<file path="config.mk">
export PLATFORM = sky130hd
export DESIGN_NAME = jmdf_rules
export DESIGN_NICKNAME = d
export VERILOG_FILES = /design/src/rtl/jmdf_pkg.sv /design/src/rtl/jmdf_rules.sv
export SDC_FILE = /design/constraint.sdc
export NUM_CORES = 1
export LEC_CHECK = 0
export BUFFER_PORTS_ARGS = -buffer_cell sky130_fd_sc_hd__buf_4
export CORE_AREA = 5 5 42 44
export DETAILED_ROUTE_END_ITERATION = 6
export DIE_AREA = 0 0 47 49
export GPL_TIMING_DRIVEN = 0
export PLACE_DENSITY_LB_ADDON = 0.05
export SETUP_SLACK_MARGIN = 0.05
export SYNTH_ARGS = -nofsm -noshare
export SYNTH_HDL_FRONTEND = slang
export SYNTH_SLANG_ARGS = --single-unit
</file>
<file path="constraint.sdc">
create_clock -name vclk -period 2.36
set_input_delay 0.472 -clock vclk [all_inputs]
set_output_delay 0.472 -clock vclk [all_outputs]
set_load 0.05 [all_outputs]
</file>
<file path="src/rtl/jmdf_pkg.sv">
`timescale 1ns / 1ps
// Shared types and codes for the join match tracker.
// No dependencies; imported by every module of the block.
package jmdf_pkg;

  localparam int CmdW  = 2;
  localparam int ModeW = 4;

  localparam logic [CmdW-1:0] CMD_LOAD  = 2'd0;
  localparam logic [CmdW-1:0] CMD_PAIR  = 2'd1;
  localparam logic [CmdW-1:0] CMD_READ  = 2'd2;
  localparam logic [CmdW-1:0] CMD_SPARE = 2'd3;

  localparam logic [ModeW-1:0] MODE_OTHER   = 4'd0;
  localparam logic [ModeW-1:0] MODE_LOUTER  = 4'd1;
  localparam logic [ModeW-1:0] MODE_LSEMI   = 4'd2;
  localparam logic [ModeW-1:0] MODE_LANTI   = 4'd3;
  localparam logic [ModeW-1:0] MODE_NAANTI  = 4'd4;
  localparam logic [ModeW-1:0] MODE_ROUTER  = 4'd5;
  localparam logic [ModeW-1:0] MODE_RSEMI   = 4'd6;
  localparam logic [ModeW-1:0] MODE_RANTI   = 4'd7;
  localparam logic [ModeW-1:0] MODE_FOUTER  = 4'd8;

  localparam logic CFG_JOIN_MODE   = 1'b0;
  localparam logic CFG_TABLE_EMPTY = 1'b1;

  typedef enum logic [2:0] {
    CNT_NONE,
    CNT_LOAD,
    CNT_DEC,
    CNT_ONE,
    CNT_ZERO
  } cnt_op_t;

  typedef struct packed {
    cnt_op_t cnt_op;
    logic    mark_set;
    logic    keep;
    logic    mark_out;
  } ctl_t;

endpackage

</file>
<file path="src/rtl/jmdf_rules.sv">
`timescale 1ns / 1ps
// Join-mode rules: decides keep, mark readback and state updates for one beat.
// Depends on jmdf_pkg.
module jmdf_rules
  import jmdf_pkg::*;
(
  input  logic [CmdW-1:0]  cmd,
  input  logic [ModeW-1:0] join_mode,
  input  logic             table_empty,
  input  logic             filter_in,
  input  logic             cnt_zero,
  input  logic             cnt_one,
  input  logic             mark,
  output ctl_t             ctl
);

  always_comb begin
    ctl = '{cnt_op: CNT_NONE, mark_set: 1'b0, keep: 1'b0, mark_out: 1'b0};
    case (cmd)
      CMD_LOAD: begin
        ctl.cnt_op = CNT_LOAD;
      end
      CMD_READ: begin
        ctl.mark_out = mark;
      end
      CMD_PAIR: begin
        if (table_empty) begin
          ctl.keep = (join_mode inside {MODE_LOUTER, MODE_LANTI, MODE_NAANTI, MODE_FOUTER})
                     ? 1'b1 : filter_in;
        end else begin
          case (join_mode)
            MODE_LOUTER: begin
              if (cnt_zero || cnt_one) begin
                ctl.keep = 1'b1;
              end else begin
                ctl.keep = filter_in;
                if (!filter_in) ctl.cnt_op = CNT_DEC;
              end
            end
            MODE_LSEMI: begin
              if (filter_in && cnt_zero) begin
                ctl.cnt_op = CNT_ONE;
                ctl.keep   = 1'b1;
              end
            end
            MODE_LANTI, MODE_NAANTI: begin
              if (cnt_zero) begin
                ctl.keep = 1'b1;
              end else if (cnt_one) begin
                ctl.cnt_op = CNT_ZERO;
                ctl.keep   = !filter_in;
              end else if (!filter_in) begin
                ctl.cnt_op = CNT_DEC;
              end
            end
            MODE_ROUTER, MODE_RANTI: begin
              ctl.keep     = filter_in;
              ctl.mark_set = filter_in;
            end
            MODE_RSEMI: begin
              if (filter_in && !mark) begin
                ctl.mark_set = 1'b1;
                ctl.keep     = 1'b1;
              end
            end
            MODE_FOUTER: begin
              if (cnt_zero) begin
                ctl.keep = 1'b1;
              end else begin
                ctl.mark_set = filter_in;
                if (cnt_one) begin
                  ctl.keep = 1'b1;
                end else begin
                  ctl.keep = filter_in;
                  if (!filter_in) ctl.cnt_op = CNT_DEC;
                end
              end
            end
            default: begin
              ctl.keep = filter_in;
            end
          endcase
        end
      end
      default: begin
        ctl.cnt_op = CNT_NONE;
      end
    endcase
  end

endmodule

</file>
After elaboration in Yosys (flattened, before gate mapping)
Cells that the tools add are included.

Register bits: 0. Bits in writable memories: 0. Latch bits: 0. Memories kept: 0. Bits in read-only memories: 0.

Muxes and demuxes: 23. Divide/modulo/power cells: 0. Shifts and indexed selects: 0. Add/sub/neg operators: 0. Reductions and logical operators: 9. Order comparisons: 0. Multiply operators: 0. Equal/unequal tests: 10. Bitwise gates (word level): 0.

Operators by type and width (count): $eq 4x3->1 const B (4); $pmux 3 s4 (1); $mux 2 (5); $mux 1 (9); $mux 3 (3); $eq 4x2->1 const B (2); $mux 4 (2); $pmux 3 s2 (1); $pmux 1 s5 (1); $eq 4x1->1 const B (1); $eq 4x4->1 const B (1); $reduce_bool 4->1 (1); $reduce_or 2->1 (2); $pmux 1 s3 (1); $eq 2x1->1 const B (1); $eq 2x2->1 const B (1); $logic_and 1x1->1 (2); $logic_not 1->1 (2); $logic_not 2->1 (1); $logic_or 1x1->1 (1).

Depth between registers and ports, before layout
Gate-level depths: netlist (run 1).

Depth after elaboration: 6. Depth in mapped cells: 5. Mapped depth without buffers: 4.

Worst setup path after synthesis (run 1)
Ideal clock, no wire load.

Path type: input to output. Start point: input port join_mode[3]. End point: output port ctl[4] in the netlist's numbering. Arrival: 2.515 ns. Path buffers: 1. Path slack: -0.627 ns. Data required time: 1.888 ns. Stages on the path: 5. Path through: buf_6 and2b_1 o21ai_2 a2111o_1 a221oi_1.

RTL lines: from (decl) (RTL line jmdf_rules.sv:8) `input logic [ModeW-1:0] join_mode,`; to (decl) (RTL line jmdf_rules.sv:14) `output ctl_t ctl`.

==> results of run 1 <==
==> power breakdown <==
group / switching (uW) / internal [uW] / leakage (uW)
sequential: 0 / 0 / 0
combinational: 46.4 / 42.8 / 0.000239
clock: 0 / 0 / 0
==> cell usage after synthesis, drive strengths merged, types with 2 or more instances <==
library cell	count
nor2b	4
o21ai	6
nand2	5
nand2b	2
buf	4
nor2	7
a21oi	3
==> per-stage QoR <==
step            TNS, ns  hold slack (ns)  worst slack (ns)  total power (uW)  std cells
4_1_cts               0            1.247           0.04968             87.92         84
5_1_grt               0            1.258           0.03831             97.29         84
3_5_place_dp   -0.07396            1.246          -0.07396             77.38         80
2_1_floorplan  -0.01265            1.040          -0.01265             49.94         50
6_report              0            1.244           0.08769             89.15         84
3_3_place_gp   -0.07977            1.246          -0.07977             77.76         80
==> repair_timing <==
item / CTS / global route
resized for setup: 9 / 3
pin swaps: 4 / 3
buffers inserted: 3 / 0
setup endpoints to repair: 2 / 2
endpoints found under the hold margin: 0 / 0
gates cloned: 1 / 0
==> final cells by class <==
cell class	instances	area [sq um]	share of cell area
multi-input combinational	45	329.1	0.6074
timing repair buffer	18	147.6	0.2725
buffer	4	41.29	0.07621
tap	16	20.02	0.03695
inverter	1	3.754	0.006928
==> logic make-up after synthesis <==
kind of cell / count (synthesis) / synth area share
mux: 1 / 0.03077
buf+inv: 5 / 0.1269
simple gates: 28 / 0.4923
compound gates: 16 / 0.3500
==> per-layer routing <==
metal  GRT usage  part of all wire  vias up  wire length (um)
met5           0                 0        -                 0
met4    0.004608                 0        0                 0
met3     0.02952             0.093        0               104
met2      0.1742              0.49       13               547
met1      0.1435              0.42      202               469
li1            -                 -      220                 -
==> path summary, 6_finish.rpt <==
path / start / end / slack (ns) / cells past startpoint
worst max-delay path: join_mode[2] / ctl[4] / 0.09 / 7
worst min-delay path: cmd[0] / ctl[0] / 1.24 / 3
==> impl_results.md, run 1 <==
- Hold Violations, Final: 0
- Final ANT Viol Nets: 0
- Via density per instance: 5.179
- PD cells: between 150 and 200 mW/mm^2
- Vias: around 440
- Port buffer count: 14
- Final WL: 1121 um
- Netlist Area Pre-Place: 325.3 sq um
- MaxCap Viol Count: 0
- Clk_buf instances: 0
- Initial antenna violation count: 0
- Gate Count Post-Synth: 50
- Max_slew headroom: 0.7714
- Post-CTS Hold Buffers: 0
- Final setup fails: 0
- FMAX: 440.1 MHz
- Top Ports: 17
- Run status: complete, no violations
- Area post-placement: ~470 sq um
- CP max FO: 5
- 1st-pass router iterations: 4
- Placed wire-length estimate: between 800 and 900 um
- First-pass GRT wire length: 1945 um
- Crit Path Class: input pin to primary output
- Peak supply drop: 0.00006276 V
- Die Ht: 49 um
- Crit. End Element: primary output
- Nets: 81
- GP Congestion: ~0.72
- Synth area leader: nor2_1
- Full die area: 0.002303 sq mm
- Slowest stage cell, crit path: a2111o_1
- Seq/Total Area, Yosys: 0
- Synth-to-Final Area Change: 66.54%
- Delay-heaviest family, CP: compound AO/OA/AOI/OAI gates
- Drc violations: 0
- Warnings, synthesis: 0
- Crit-path cells: buf_6 > buf_6 > nor2_4 > nand2_1 > a2111o_1 > a221oi_4 > buf_6
- FF+latch area: 0 sq um
- # rows: 14
- Routed WL per cell: 13.35 um
- Max stage delay on crit path: 0.45 ns
- Worst hold path class: input pin to primary output
- Most used cell, CP: buf_6
- Min Clock Period, post-route: 2.272 ns
- Share of the synthesized area in the top cell type: 0.08077
- Commonest non-fill, non-tap cell in the layout: buf_4
- Core ar.: about 0.0014 sq mm
- DIE WIDTH: roughly 47 um
- Startpoint types: input pin
- Worst Path Required: 1.89 ns
- Starting Density: 0.2321
- Synth area leaders: nor2_1 8.1%, nor2b_1 7.7%, buf_6 6.9%
- Yosys cell types: 29
- Seq_cells: 0
- Cell leakage power: 0.0002386 uW
- Fillers: about 160
- GRT overflow: 0
- Worst path bufs/invs: 3
- Largest net degree at the start of global routing: 11
- Fin crit share: 0.9628
- GR Util All Layers: 0.1067
- N_diodes: 0
- Max Slew Vio Count: 0
- Syn nets: 61
- Unrepaired setup endpoints after global routing: true
- Vias in the first global route: 433
- Share of layout cells above drive strength 1: 0.5000
- DR iter-0 viols: 2
- Most frequent cells in the layout: 15 x buf_4, 5 x buf_6, 4 x nand2_1, 4 x o21ai_0, 4 x nor2_1
- Final non-filler cell area: roughly 540 sq um
- Worst-Margin Slew: ~0.34 ns
- CP arrival: ~1.8 ns
- Final core occ: 0.3866
- Mean Syn Cell Area: ~6.5 sq um
Power figures use the tool's default switching activity.
==> run 2: changes to the inputs <==
--- a/config.mk
+++ b/config.mk
@@ -10,7 +10,6 @@
 export DETAILED_ROUTE_END_ITERATION = 6
 export DIE_AREA = 0 0 47 49
 export GPL_TIMING_DRIVEN = 0
-export PLACE_DENSITY_LB_ADDON = 0.05
 export SETUP_SLACK_MARGIN = 0.05
 export SYNTH_ARGS = -nofsm -noshare
 export SYNTH_HDL_FRONTEND = slang
==> run 2 against run 1 <==
Compared with the run above:
- core utilization rose by 2.3 points
- routed wire length fell by 4.5%
- critical path depth rose by 1
- largest cell class unchanged
- via count rose by 3.9%
- critical path type unchanged
- power rose by 6.7%
==> impl_results.md, run 2 (synthesis gave the netlist of run 1 again) <==
- Run status: complete, no violations
- # rows: 14 (unchanged)
- Vias in the first global route: 443 (+2.3%)
- DR iter-0 viols: 18 (+16)
- Final WL: 1071 um (-4.5%)
- GRT overflow: 0 (unchanged)
- Crit-path cells: buf_8 > buf_8 > and2b_2 > o21ai_4 > buf_4 > a2bb2oi_2 > o311a_2 > buf_8
- Largest net degree at the start of global routing: 11 (unchanged)
- Unrepaired setup endpoints after global routing: true
- MaxCap Viol Count: 0 (unchanged)
- Routed WL per cell: 12.45 um (-6.7%)
- Final ANT Viol Nets: 0 (unchanged)
- Min Clock Period, post-route: 2.295 ns (+0.02283 ns)
- Max_slew headroom: 0.7829 (+0.01157)
- First-pass GRT wire length: 1787 um (-8.1%)
- Max stage delay on crit path: 0.38 ns (-0.07 ns)
- Fin crit share: 0.9725 (+0.009673)
- Crit Path Class: input pin to primary output
- Slowest stage cell, crit path: o311a_2
- Synth-to-Final Area Change: 76.54%
- Final setup fails: 0 (unchanged)
- Max Slew Vio Count: 0 (unchanged)
- GR Util All Layers: 0.09404 (-0.01263)
- Commonest non-fill, non-tap cell in the layout: buf_4
- Vias: 452 (+3.9%)
- Delay-heaviest family, CP: compound AO/OA/AOI/OAI gates
- Pre-CTS setup slack: -0.08075 ns (-0.006787 ns)
- DIE WIDTH: 47 um (unchanged)
- FF+latch area: 0 sq um (unchanged)
- Full die area: 0.002303 sq mm (unchanged)
- Cell leakage power: 0.0002533 uW (+6.2%)
- Post-CTS Hold Buffers: 0 (unchanged)
- Worst-Margin Slew: 0.3212 ns (-0.01712 ns)
- Total Power: 95.13 uW (+6.7%)
- Clk_buf instances: 0 (unchanged)
- Initial antenna violation count: 0 (unchanged)
- 1st-pass router iterations: 4 (unchanged)
- GP Congestion: 0.7746 (+7.0%)
- Worst Path Required: 1.89 ns (about the same)
- Share of layout cells above drive strength 1: 0.5286 (+0.02857)
- Port buffer count: 14 (unchanged)
- PD cells: 165.6 mW/mm^2 (+0.66%)
- N_diodes: 0 (unchanged)
- FMAX: 435.7 MHz (-0.99%)
- Fin worst setup slack: 0.06486 ns (-0.02283 ns)
- Nets: 83 (+2.5%)
- Core ar.: 0.001401 sq mm (unchanged)
- Die Ht: 49 um (unchanged)
- Drc violations: 0 (unchanged)
- Via density per instance: 5.256 (+1.5%)
- CP max FO: 8 (+3)
- CP arrival: 1.82 ns (+0.02 ns)
- Placed wire-length estimate: 763.3 um (-9.5%)
- Worst hold path class: input pin to primary output
- Most used cell, CP: buf_8
- Most frequent cells in the layout: 18 x buf_4, 4 x o21ai_0, 4 x nor2_1
- Starting Density: 0.2321 (unchanged)
- Fillers: 159 (-1.2%)
- Top Ports: 17 (unchanged)
- Hold Violations, Final: 0 (unchanged)
- Startpoint types: input pin
- Crit. End Element: primary output
- Worst path bufs/invs: 4 (+1)
- Seq_cells: 0 (unchanged)
- Peak supply drop: 0.00008239 V (+31%)
[run 2: changes by cell type in the layout (fill, tap and decap cells not counted), sizes merged]
cell | previous run | this run
buf | 22 | 24
[run 2: layout make-up]
type / instances / area (sq um) / area share
tap: 16 / 20.02 / 0.03486
inverter: 1 / 3.754 / 0.006536
multi-input combinational: 45 / 336.6 / 0.5861
timing repair buffer: 20 / 168.9 / 0.2941
buffer: 4 / 45.04 / 0.07843
[run 2: metal layers]
layer | vias to the layer above | GRT usage | wire (um)
li1 | 222 | - | -
met3 | 2 | 0.007380 | 58
met5 | - | 0 | 0
met1 | 212 | 0.1326 | 439
met4 | 0 | 0.01382 | 8
met2 | 16 | 0.1538 | 564
[run 2: worst paths after layout]
check | slack (ns) | end | depth (start not counted) | startpoint
worst max-delay path | 0.06 | ctl[1] | 8 | join_mode[2]
worst min-delay path | 1.25 | ctl[0] | 3 | cmd[0]
[run 2: where the power goes]
part / total [uW] / internal (uW) / switching (uW)
registers: 0 / 0 / 0
logic: 95.1 / 47.0 / 48.1
clock network: 0 / 0 / 0
[run 2: stage by stage]
step | cells | area (sq um) | util | hold slack (ns) | TNS, ns
4_1_cts | 84 | 538.0 | 0.3839 | 1.249 | 0
3_5_place_dp | 80 | 471.7 | 0.3366 | 1.247 | -0.08075
6_report | 86 | 574.3 | 0.4098 | 1.249 | 0
3_3_place_gp | 80 | 471.7 | 0.3366 | 1.245 | -0.06195
5_1_grt | 86 | 574.3 | 0.4098 | 1.268 | 0
2_1_floorplan | 50 | 346.6 | - | 1.040 | -0.01265
[run 2: what timing repair did]
action | 4_1_cts | 5_1_grt
setup buffers | 4 | 2
pin swaps | 4 | 5
gates resized for setup | 10 | 6
setup endpoints to repair | 2 | 2
==> run 3: changes to the inputs <==
==> constraint.sdc (replaced) <==
create_clock -name vclk -period 2.72
set_input_delay 0.544 -clock vclk [all_inputs]
set_output_delay 0.544 -clock vclk [all_outputs]
set_load 0.05 [all_outputs]
==> run 3 against run 2 <==
Compared with the run above:
- hold slack improved by 0.14 ns
- die area stayed put
- combinational power fell by 30%
- core utilization decreased by 7.6 points
- power shrank 30%
- critical path depth down 1
- largest cell class unchanged
==> impl_results.md, run 3 (synthesis gave the netlist of run 1 again) <==
- Final setup fails: 0 (unchanged)
- Port buffer count: 14 (unchanged)
- Fin worst setup slack: 0.1383 ns (+0.07348 ns)
- Max_slew headroom: 0.7738 (-0.009131)
- DR iter-0 viols: 19 (+1)
- Core ar.: 0.001401 sq mm (unchanged)
- 1st-pass router iterations: 4 (unchanged)
- N_diodes: 0 (unchanged)
- FMAX: 387.3 MHz
- Most frequent cells in the layout: 16 x buf_4, 7 x nor2_1, 5 x nand2_1
- DIE WIDTH: 47 um (unchanged)
- Layout Cells excl Fill: 80 (-7.0%)
- Setup TNS after final layout: 0 ns (unchanged)
- Total Power: 66.13 uW (-30%)
- Hold Path Depth: 3 (unchanged)
- Vias in the first global route: 379 (-14%)
- Crit. End Element: primary output
- Top Ports: 17 (unchanged)
- GR Util All Layers: 0.08982 (-0.004211)
- PD cells: 141.3 mW/mm^2 (-15%)
- Worst min-delay path endpoint: ctl[0]
- Seq_cells: 0 (unchanged)
- Fin crit share: 0.9491
- Min Clock Period, post-route: 2.582 ns
- Full die area: 0.002303 sq mm (unchanged)
- Placed wire-length estimate: 813.5 um (+6.6%)
- CP max FO: 10 (+2)
- Peak supply drop: 0.00004808 V (-42%)
- Crit Path Class: input pin to primary output
- Worst Path Required: 2.18 ns (+0.29 ns)
- Worst-Margin Slew: 0.3347 ns (+0.01351 ns)
- # rows: 14 (unchanged)
- Hold Violations, Final: 0 (unchanged)
- FF+latch area: 0 sq um (unchanged)
- Startpoint types: input pin
- Initial antenna violation count: 0 (unchanged)
- Cell leakage power: 0.0002086 uW (-18%)
- Post-cts resize count: 0 (-10)
- Share of layout cells above drive strength 1: 0.3594 (-0.1692)
- Unrepaired setup endpoints after global routing: false
- Nets: 77 (-7.2%)
- Hold Startpoint: cmd[0]
- First-pass GRT wire length: 1669 um (-6.6%)
- Largest net degree at the start of global routing: 11 (unchanged)
- Max Slew Vio Count: 0 (unchanged)
- CP arrival: 2.04 ns (+0.22 ns)
- Commonest non-fill, non-tap cell in the layout: buf_4
- Worst hold path class: input pin to primary output
- Placed cells: 80 (unchanged)
- Via density per instance: 5.075 (-3.4%)
- # Post-CTS Setup Buffers: 0 (-4)
- Vias: 406 (-10%)
- Run status: complete, no violations
- Pre-CTS setup slack: 0.1389 ns (+0.2196 ns)
- MaxCap Viol Count: 0 (unchanged)
- Final WL: 1007 um (-6.0%)
- Clk_buf instances: 0 (unchanged)
- Routed WL per cell: 12.59 um (+1.1%)
- Drc violations: 0 (unchanged)
- Starting Density: 0.2321 (unchanged)
- Synth-to-Final Area Change: 43.85%
- GP Congestion: 0.7484 (-3.4%)
- GRT overflow: 0 (unchanged)
- Die Ht: 49 um (unchanged)
- Final ANT Viol Nets: 0 (unchanged)
- Post-CTS Hold Buffers: 0 (unchanged)
run 3: changes by cell type in the layout (fill, tap and decap cells not counted), sizes merged:
cell and delta:
buf -6
run 3: cell type report:
| class | count | area (sq um) |
|---|---|---|
| Buffer | 4 | 37.54 |
| Multi-Input combinational cell | 45 | 301.5 |
| Timing Repair Buffer | 14 | 105.1 |
| Inverter | 1 | 3.754 |
| Fill cell | 178 | 933.4 |
| Tap cell | 16 | 20.02 |
run 3: worst max-delay path, stage by stage:
cell,delay (ns)
buf_4,0.11
buf_4,0.16
nor2_1,0.16
nand2_1,0.10
a2111o_1,0.45
a221oi_4,0.28
buf_4,0.23
run 3: worst max path at each step:
stage | start | end | depth (start not counted)
2_1_floorplan | join_mode[0] | ctl[3] | 5
3_3_place_gp | join_mode[2] | ctl[4] | 7
3_5_place_dp | join_mode[2] | ctl[4] | 7
4_1_cts | join_mode[2] | ctl[4] | 7
5_1_grt | join_mode[2] | ctl[4] | 7
6_report | join_mode[2] | ctl[4] | 7
run 3: power by group:
group	internal [uW]	leakage, uW	switching [uW]
sequential	0	0	0
clock	0	0	0
combinational	29.7	0.000209	36.5
run 3: stage by stage:
stage	instance area (sq um)	util	hold slack [ns]
2_1_floorplan	342.8	-	1.264
3_3_place_gp	467.9	0.3339	1.389
3_5_place_dp	467.9	0.3339	1.389
4_1_cts	467.9	0.3339	1.390
5_1_grt	467.9	0.3339	1.403
6_report	467.9	0.3339	1.388
run 3: layer usage:
metal / GRT usage / wire [um]
met1: 0.1370 / 444
met2: 0.1448 / 526
met3: 0.003690 / 36
met4: 0 / 0
met5: 0 / 0
